### src/dhfp_pkg.sv
// ----------------------------------------------------------------------------
// dhfp_pkg
// shared types and constants for the message header field parser
// ----------------------------------------------------------------------------
package dhfp_pkg;

  localparam int STR_MAX    = 64;
  localparam int CNT_W      = $clog2(STR_MAX);
  localparam int NRES       = 3;
  localparam int FIFO_DEPTH = 8;
  localparam int FIFO_AW    = $clog2(FIFO_DEPTH);

  localparam logic [2:0] K_CHAR       = 3'd0;
  localparam logic [2:0] K_STR_END    = 3'd1;
  localparam logic [2:0] K_SUMMARY    = 3'd2;
  localparam logic [2:0] K_COMPLETE   = 3'd3;
  localparam logic [2:0] K_ERROR      = 3'd4;
  localparam logic [2:0] K_INCOMPLETE = 3'd5;

  localparam logic [1:0] E_ENDIAN  = 2'd1;
  localparam logic [1:0] E_OVERRUN = 2'd2;
  localparam logic [1:0] E_SIG     = 2'd3;

  localparam logic [1:0] F_DEST  = 2'd0;
  localparam logic [1:0] F_MEMB  = 2'd1;
  localparam logic [1:0] F_IFACE = 2'd2;

  localparam logic [7:0] CODE_IFACE = 8'd2;
  localparam logic [7:0] CODE_MEMB  = 8'd3;
  localparam logic [7:0] CODE_REPLY = 8'd5;
  localparam logic [7:0] CODE_DEST  = 8'd6;

  localparam logic [7:0] CH_LITTLE = 8'h6c;
  localparam logic [7:0] CH_BIG    = 8'h42;
  localparam logic [7:0] CH_S      = 8'h73;
  localparam logic [7:0] CH_O      = 8'h6f;
  localparam logic [7:0] CH_G      = 8'h67;
  localparam logic [7:0] CH_U      = 8'h75;
  localparam logic [7:0] CH_I      = 8'h69;

  typedef enum logic [3:0] {
    PH_FIXED, PH_PAD8, PH_CODE, PH_SIGLEN, PH_SIGFIRST, PH_SIGREST, PH_PAD4,
    PH_WORD, PH_STR, PH_GLEN, PH_GBYTES, PH_BODY, PH_DONE
  } phase_t;

  typedef struct packed {
    logic [7:0] data_byte;
    logic       restart;
    logic       end_of_data;
  } in_item_t;

  typedef struct packed {
    logic [2:0]  kind;
    logic [1:0]  field_id;
    logic [5:0]  char_index;
    logic [7:0]  char_value;
    logic [7:0]  msg_type;
    logic [7:0]  msg_flags;
    logic [31:0] msg_serial;
    logic [31:0] reply_to_serial;
    logic [32:0] body_offset;
    logic [33:0] total_length;
    logic        big_endian;
    logic [1:0]  error_code;
  } res_t;

  typedef struct packed {
    logic            push;
    logic [1:0]      n;
    res_t [NRES-1:0] r;
  } push_t;

endpackage

### src/dhfp_step.sv
// ----------------------------------------------------------------------------
// dhfp_step
// parser state and per-byte step logic, up to three results per item
// ----------------------------------------------------------------------------
module dhfp_step (
  input  logic                clk,
  input  logic                rst_n,
  input  logic                take,
  input  dhfp_pkg::in_item_t  item,
  output dhfp_pkg::push_t     push
);
  import dhfp_pkg::*;

  logic [33:0]      off_r, off_nxt;
  phase_t           ph_r, ph_nxt;
  logic             big_r, big_nxt;
  logic [31:0]      ws_r, ws_nxt;
  logic [7:0]       type_r, type_nxt;
  logic [7:0]       flags_r, flags_nxt;
  logic [31:0]      serial_r, serial_nxt;
  logic [31:0]      blen_r, blen_nxt;
  logic [32:0]      hdr_r, hdr_nxt;
  logic [31:0]      reply_r, reply_nxt;
  logic [7:0]       code_r, code_nxt;
  logic [7:0]       sig_r, sig_nxt;
  logic [33:0]      seg_r, seg_nxt;
  logic [CNT_W-1:0] cnt_r, cnt_nxt;
  logic             halt_r, halt_nxt;

  always_comb begin
    logic [34:0] o, q, nx, p, lim;
    logic [32:0] he, bo;
    logic [33:0] tot;
    logic [31:0] wsn;
    logic [7:0]  b;
    logic [1:0]  n, fid;
    logic        fd, sd, cc, fx15, trk;
    res_t [NRES-1:0] r;

    b    = item.data_byte;
    n    = '0;
    r    = '0;
    fd   = 1'b0;
    sd   = 1'b0;
    cc   = 1'b0;
    fx15 = 1'b0;
    o    = '0;
    q    = '0;
    nx   = '0;
    p    = '0;
    lim  = '0;
    he   = '0;
    bo   = '0;
    tot  = '0;
    wsn  = '0;
    fid  = F_DEST;
    trk  = 1'b0;

    if (item.restart) begin
      off_nxt = '0; ph_nxt = PH_FIXED; big_nxt = 1'b0; ws_nxt = '0;
      type_nxt = '0; flags_nxt = '0; serial_nxt = '0; blen_nxt = '0;
      hdr_nxt = 33'd16; reply_nxt = '0; code_nxt = '0; sig_nxt = '0;
      seg_nxt = '0; cnt_nxt = '0; halt_nxt = 1'b0;
    end else begin
      off_nxt = off_r; ph_nxt = ph_r; big_nxt = big_r; ws_nxt = ws_r;
      type_nxt = type_r; flags_nxt = flags_r; serial_nxt = serial_r;
      blen_nxt = blen_r; hdr_nxt = hdr_r; reply_nxt = reply_r;
      code_nxt = code_r; sig_nxt = sig_r; seg_nxt = seg_r;
      cnt_nxt = cnt_r; halt_nxt = halt_r;
    end

    if (!halt_nxt) begin
      if (item.end_of_data) begin
        if (ph_nxt != PH_DONE) begin
          r[n].kind = K_INCOMPLETE;
          n = n + 2'd1;
        end
      end else if (ph_nxt != PH_DONE) begin
        o   = 35'(off_nxt);
        q   = o + 35'd1;
        wsn = big_nxt ? {ws_nxt[23:0], b} : {b, ws_nxt[31:8]};
        he  = hdr_nxt;
        case (code_nxt)
          CODE_DEST:  begin fid = F_DEST;  trk = 1'b1; end
          CODE_MEMB:  begin fid = F_MEMB;  trk = 1'b1; end
          CODE_IFACE: begin fid = F_IFACE; trk = 1'b1; end
          default:    begin fid = F_DEST;  trk = 1'b0; end
        endcase
        case (ph_nxt)
          PH_FIXED: begin
            ws_nxt = wsn;
            if (off_nxt == 34'd0) begin
              if (b == CH_LITTLE) big_nxt = 1'b0;
              else if (b == CH_BIG) big_nxt = 1'b1;
              else begin
                r[n].kind = K_ERROR; r[n].error_code = E_ENDIAN;
                n = n + 2'd1; halt_nxt = 1'b1;
              end
            end else if (off_nxt == 34'd1) type_nxt = b;
            else if (off_nxt == 34'd2) flags_nxt = b;
            else if (off_nxt == 34'd7) blen_nxt = wsn;
            else if (off_nxt == 34'd11) serial_nxt = wsn;
            else if (off_nxt == 34'd15) begin
              hdr_nxt = 33'd16 + 33'(wsn);
              if (wsn == 32'd0) begin
                fd = 1'b1; fx15 = 1'b1;
              end else ph_nxt = PH_CODE;
            end
          end
          PH_PAD8: if (q == 35'(seg_nxt)) ph_nxt = PH_CODE;
          PH_CODE: begin
            code_nxt = b;
            if (q >= 35'(he)) begin
              r[n].kind = K_ERROR; r[n].error_code = E_OVERRUN;
              n = n + 2'd1; halt_nxt = 1'b1;
            end else ph_nxt = PH_SIGLEN;
          end
          PH_SIGLEN, PH_GLEN: begin
            lim = q + 35'(b) + 35'd1;
            if (lim > 35'(he)) begin
              r[n].kind = K_ERROR; r[n].error_code = E_OVERRUN;
              n = n + 2'd1; halt_nxt = 1'b1;
            end else begin
              seg_nxt = lim[33:0];
              ph_nxt  = (ph_nxt == PH_SIGLEN) ? PH_SIGFIRST : PH_GBYTES;
            end
          end
          PH_SIGFIRST: begin
            if (q == 35'(seg_nxt)) begin
              sig_nxt = '0; sd = 1'b1;
            end else begin
              sig_nxt = b; ph_nxt = PH_SIGREST;
            end
          end
          PH_SIGREST: if (q == 35'(seg_nxt)) sd = 1'b1;
          PH_PAD4: if (q == 35'(seg_nxt)) ph_nxt = PH_WORD;
          PH_WORD: begin
            ws_nxt = wsn;
            if (o[1:0] == 2'd3) begin
              if (sig_nxt == CH_U || sig_nxt == CH_I) begin
                if (code_nxt == CODE_REPLY) reply_nxt = wsn;
                fd = 1'b1;
              end else begin
                lim = q + 35'(wsn) + 35'd1;
                if (lim > 35'(he)) begin
                  r[n].kind = K_ERROR; r[n].error_code = E_OVERRUN;
                  n = n + 2'd1; halt_nxt = 1'b1;
                end else begin
                  seg_nxt = lim[33:0]; cnt_nxt = '0; ph_nxt = PH_STR;
                end
              end
            end
          end
          PH_STR: begin
            if (q == 35'(seg_nxt)) begin
              if (trk) begin
                r[n].kind = K_STR_END; r[n].field_id = fid;
                r[n].char_index = 6'(cnt_nxt);
                n = n + 2'd1;
              end
              fd = 1'b1;
            end else if (trk && (32'(cnt_nxt) < 32'(STR_MAX - 1))) begin
              r[n].kind = K_CHAR; r[n].field_id = fid;
              r[n].char_index = 6'(cnt_nxt); r[n].char_value = b;
              n = n + 2'd1;
              cnt_nxt = cnt_nxt + 1'b1;
            end
          end
          PH_GBYTES: if (q == 35'(seg_nxt)) fd = 1'b1;
          PH_BODY: cc = 1'b1;
          default: ph_nxt = PH_DONE;
        endcase

        if (sd) begin
          if (sig_nxt == CH_S || sig_nxt == CH_O || sig_nxt == CH_U || sig_nxt == CH_I) begin
            p = (q + 35'd3) & ~35'd3;
            if (p + 35'd4 > 35'(he)) begin
              r[n].kind = K_ERROR; r[n].error_code = E_OVERRUN;
              n = n + 2'd1; halt_nxt = 1'b1;
            end else if (p == q) ph_nxt = PH_WORD;
            else begin
              seg_nxt = p[33:0]; ph_nxt = PH_PAD4;
            end
          end else if (sig_nxt == CH_G) begin
            if (q >= 35'(he)) begin
              r[n].kind = K_ERROR; r[n].error_code = E_OVERRUN;
              n = n + 2'd1; halt_nxt = 1'b1;
            end else ph_nxt = PH_GLEN;
          end else begin
            r[n].kind = K_ERROR; r[n].error_code = E_SIG;
            n = n + 2'd1; halt_nxt = 1'b1;
          end
        end

        bo  = fx15 ? 33'd16 : ((hdr_nxt + 33'd7) & ~33'd7);
        tot = 34'(bo) + 34'(blen_nxt);

        if (fd) begin
          nx = (q + 35'd7) & ~35'd7;
          if (nx >= 35'(bo)) begin
            r[n].kind = K_SUMMARY;
            r[n].msg_type = type_nxt; r[n].msg_flags = flags_nxt;
            r[n].msg_serial = serial_nxt; r[n].reply_to_serial = reply_nxt;
            r[n].body_offset = bo; r[n].total_length = tot;
            r[n].big_endian = big_nxt;
            n = n + 2'd1;
            ph_nxt = PH_BODY;
            cc = 1'b1;
          end else if (nx == q) ph_nxt = PH_CODE;
          else begin
            seg_nxt = nx[33:0]; ph_nxt = PH_PAD8;
          end
        end

        if (cc && (q == 35'(tot))) begin
          r[n].kind = K_COMPLETE;
          r[n].msg_type = type_nxt; r[n].msg_flags = flags_nxt;
          r[n].msg_serial = serial_nxt; r[n].reply_to_serial = reply_nxt;
          r[n].body_offset = bo; r[n].total_length = tot;
          r[n].big_endian = big_nxt;
          n = n + 2'd1;
          ph_nxt = PH_DONE;
        end

        off_nxt = q[33:0];
      end
    end

    push.push = take;
    push.n    = n;
    push.r    = r;
  end

  always_ff @(posedge clk) begin
    if (!rst_n) begin
      off_r <= '0; ph_r <= PH_FIXED; big_r <= 1'b0; ws_r <= '0;
      type_r <= '0; flags_r <= '0; serial_r <= '0; blen_r <= '0;
      hdr_r <= 33'd16; reply_r <= '0; code_r <= '0; sig_r <= '0;
      seg_r <= '0; cnt_r <= '0; halt_r <= 1'b0;
    end else if (take) begin
      off_r <= off_nxt; ph_r <= ph_nxt; big_r <= big_nxt; ws_r <= ws_nxt;
      type_r <= type_nxt; flags_r <= flags_nxt; serial_r <= serial_nxt;
      blen_r <= blen_nxt; hdr_r <= hdr_nxt; reply_r <= reply_nxt;
      code_r <= code_nxt; sig_r <= sig_nxt; seg_r <= seg_nxt;
      cnt_r <= cnt_nxt; halt_r <= halt_nxt;
    end
  end

endmodule

### config.mk
export PLATFORM = sky130hd
export DESIGN_NAME = dhfp_step
export DESIGN_NICKNAME = d
export VERILOG_FILES = /design/src/dhfp_pkg.sv /design/src/dhfp_step.sv
export SDC_FILE = /design/constraint.sdc
export NUM_CORES = 2
export LEC_CHECK = 0
export BUFFER_PORTS_ARGS = -buffer_cell sky130_fd_sc_hd__buf_4
export CAP_MARGIN = 0
export CORE_AREA = 5 5 262 264
export CTS_BUF_LIST = sky130_fd_sc_hd__clkbuf_8
export DETAILED_ROUTE_END_ITERATION = 10
export DIE_AREA = 0 0 267 269
export PLACE_DENSITY_LB_ADDON = 0.3
export REMOVE_ABC_BUFFERS = 1
export SLEW_MARGIN = 20
export SYNTH_ARGS = -nofsm -noshare
export SYNTH_HDL_FRONTEND = slang
export SYNTH_SLANG_ARGS = --single-unit
### constraint.sdc
create_clock -name clk -period 13.7 [get_ports clk]
set_clock_uncertainty 0.15 [all_clocks]
set_input_delay 1.37 -clock clk [delete_from_list [all_inputs] [get_ports clk]]
set_output_delay 1.37 -clock clk [all_outputs]
set_load 0.01 [all_outputs]
==> impl_metrics.env <==
export IMPL_core_area_um2=66300
export IMPL_io_pin_count=523
export IMPL_relSlewSlack_pct=25.6
export IMPL_rr_worst_depth=28
export IMPL_tightest_slew_ns=1.11
export IMPL_max_stage_delay_ns=0.69
export IMPL_dr_first_iter_drc_count=6161
export IMPL_top_layer="met5"
export IMPL_die_area_um2=71800
export IMPL_cp_slowest_cell="or4_1"
export IMPL_vias=39600
export IMPL_clkSinkCount=273
export IMPL_track_usage_pct=41.0
export IMPL_ys_flop_type="dfxtp_1"
export IMPL_clkTransAtPathRegs_ns=0.07
export IMPL_r2r_end="ph_r[3]$_SDFFE_PN0P_"
export IMPL_ys_ff_latch=273
export IMPL_async_flop_share_pct=0
export IMPL_drtPass1Iterations=7
export IMPL_numCtsBuffers=52
export IMPL_drcViolationCount=0
export IMPL_initial_core_util_pct=49.2
export IMPL_overflow=0
export IMPL_syn_area_per_cell_um2=6.79
export IMPL_dp_cells=6007
export IMPL_leakage_nw=15.9
export IMPL_portBuffers=477
export IMPL_clkLatencyLatePin_ns=0.73
export IMPL_hold_buffers=0
export IMPL_via_per_inst=6.49
export IMPL_ys_seq_area_share_pct=16.7
export IMPL_finalSetupViolCount=0
export IMPL_final_cell_area_um2=38300
export IMPL_yosys_warnings=0
export IMPL_crit_path_start_kind="input port"
export IMPL_final_util_pct=57.8
export IMPL_crit_type="in2out"
export IMPL_pre_cts_slack_ns=0.569
export IMPL_worst_path_most_repeated_cell="ha_1"
export IMPL_wire_per_inst_um=25.9
export IMPL_hold_path_end="ws_r[7]$_SDFFE_PN0P_"
export IMPL_cts_path_max_buffers=3
export IMPL_setup_worst_path_end_class="primary output"
export IMPL_instances_no_fill=6101
export IMPL_critPathMaxFanout=69
export IMPL_dpl_cell_area_um2=37200
export IMPL_hold_class="reg2reg"
export IMPL_finalHoldViolCount=0
export IMPL_grt_pass1_vias=35800
export IMPL_wl_met1_mm=61.7
export IMPL_synth_distinct_cells=104
export IMPL_die_w_um=267
export IMPL_status="complete, no violations"
export IMPL_fin_ws_ns=0.580
export IMPL_nFillCells=6527
export IMPL_cts_tree="done"
export IMPL_synth_cells=4808
export IMPL_gp_congestion=1.09
export IMPL_hp_start="ws_r[7]$_SDFFE_PN0P_"
export IMPL_antenna_found_initial=8
export IMPL_required_ns=12.18
export IMPL_power_density_nw_per_um2=53.6
export IMPL_grt_pass1_wl_mm=227
export IMPL_grt_max_degree=130
export IMPL_drive_above_1_share_pct=16.2
export IMPL_hpwlAfterDp_mm=121
export IMPL_r2r_slack_ns=4.00
export IMPL_area_delta_synth_final_pct=17.4
export IMPL_ant_nets=0
export IMPL_synth_area_um2=32600
export IMPL_rsz0062_at_grt="no"
export IMPL_max_freq_mhz=76.2
export IMPL_cap_violations=0
export IMPL_route_met3_wl_mm=18.6
export IMPL_synth_edf_count=0
export IMPL_min_period_ns=13.12
export IMPL_die_height_um=269
export IMPL_vdd_ir_drop_max_uv=71.8
export IMPL_fin_crit_sh_pct=95.8
export IMPL_holdWs_ns=0.324
export IMPL_wl_mm=158
export IMPL_cts_max_level=2
export IMPL_wl_met2_mm=66.4
export IMPL_holdPathStages=2
export IMPL_slew_viol_final=0
export IMPL_nets=5452
export IMPL_cp_arrival_ns=11.60
export IMPL_rows=95
export IMPL_cts_root_buf="clkbuf_8"
export IMPL_worstReg2RegStart="big_r$_SDFFE_PN0P_"
## worst max-delay path by stage
stage                      to     from  depth (start not counted)
floorplan           push[336]  item[1]                         41
global placement    push[188]  item[1]                         40
detailed placement  push[201]  item[1]                         40
CTS                 push[195]  item[1]                         40
global route         push[46]  item[1]                         44
finish               push[51]  item[1]                         46
## registers in the layout, summed over array words and instances, names as in the netlist
register  flops
cnt_r         6
sig_r         8
ws_r         32
reply_r      32
blen_r       32
halt_r        1
serial_r     32
seg_r        34
hdr_r        33
ph_r          4
big_r         1
code_r        8
type_r        8
flags_r       8
off_r        34
## critical path, delay by kind of cell
| family | cells | cell delay (ns) |
|---|---|---|
| AOI/OAI and AO/OA | 13 | 2.30 |
| buffers and inverters | 8 | 1.27 |
| xor gates and xnor gates | 1 | 0.51 |
| adders and majority gates | 6 | 1.69 |
| and+or+nand+nor | 18 | 4.36 |
## logic make-up after synthesis
logic type      after synthesis  synth area share, %
simple gates               2169                 31.6
compound gates             1221                 23.9
buf+inv                     506                 7.14
xor+xnor                    304                 8.35
flops                       273                 16.7
fa+ha+maj                   248                 9.57
mux                          86                 2.69
other cells                   1               0.0115
## cells in the final DEF (no fill, tap or decap), types with 60 or more instances in the layout
cell type  instances
xnor2_1          207
xor2_1            92
clkbuf_8          63
nand4_1           96
inv_1            121
a21o_1            67
ha_1             245
nor2b_1           60
buf_4            657
o21ai_0          198
mux2i_1           72
dfxtp_1          272
nor2_1           975
nand2_1          335
nor4_1            60
and3_1            73
nand3_1          174
a22oi_1          138
nor3_1            91
a31oi_1           61
a21oi_1          412
## power by group
group          total, W  switching [W]  internal [W]
Clock          0.000913       0.000421      0.000493
Sequential     0.000822      0.0000156      0.000806
Combinational  0.000320       0.000236     0.0000844
Total           0.00206       0.000672       0.00138
## metal layers
metal | vias to the layer above | track usage (%)
met3 | 560 | 7.70
met2 | 2821 | 61.9
met4 | 6 | 23.9
met1 | 18300 | 55.0
met5 | - | 0
li1 | 17900 | -
## area by class of cell
type | instances | area [µm²] | area share, %
multi-input cells | 4074 | 25100 | 65.6
well taps | 873 | 1090 | 2.85
clock inverters | 26 | 241 | 0.630
inverters | 127 | 487 | 1.27
flip-flops and latches | 273 | 5470 | 14.3
repair buffers | 663 | 5040 | 13.2
clock buffers | 63 | 867 | 2.26
diodes | 2 | 5.00 | 0.0131
## metrics by stage
stage          total power (W)  setup TNS [ns]
3_5_place_dp           0.00114               0
2_1_floorplan          0.00100        -1070.39
3_3_place_gp           0.00114               0
6_report               0.00206               0
4_1_cts                0.00204               0
5_1_grt                0.00211               0
## repair_timing
action                                  CTS  global route
hold endpoints to repair                  0             0
endpoints found under the setup margin    0           275
gates resized for setup                   0             5
setup buffers                             0             2
## synth_stat cells (33+ instances only)
cell type  count  share of area, %
dfxtp_1      273                17
and3_1        74               1.4
nand3_1      175               2.7
o31ai_1       33              0.76
and2_1        47              0.90
buf_2         62              0.95
a21o_1        68               1.6
nand2_1      338               3.9
xnor2_1      207               5.6
inv_1        111               1.3
clkbuf_1     213               2.4
nor4_1        61               1.2
xor2_1        92               2.5
o21ai_0      199               3.1
a21oi_1      413               6.3
a31oi_1       61               1.2
nor3_1        93               1.4
mux2i_1       72               2.2
ha_1         245               9.4
nor2_1       978                11
nor3b_1       47               1.1
nor2b_1       61               1.2
a211oi_1      39              0.90
buf_4         55               1.3
a22oi_1      139               3.2
nand4_1       96               1.8
nand2b_1      52               1.0
(Power assumes the default switching activity.)
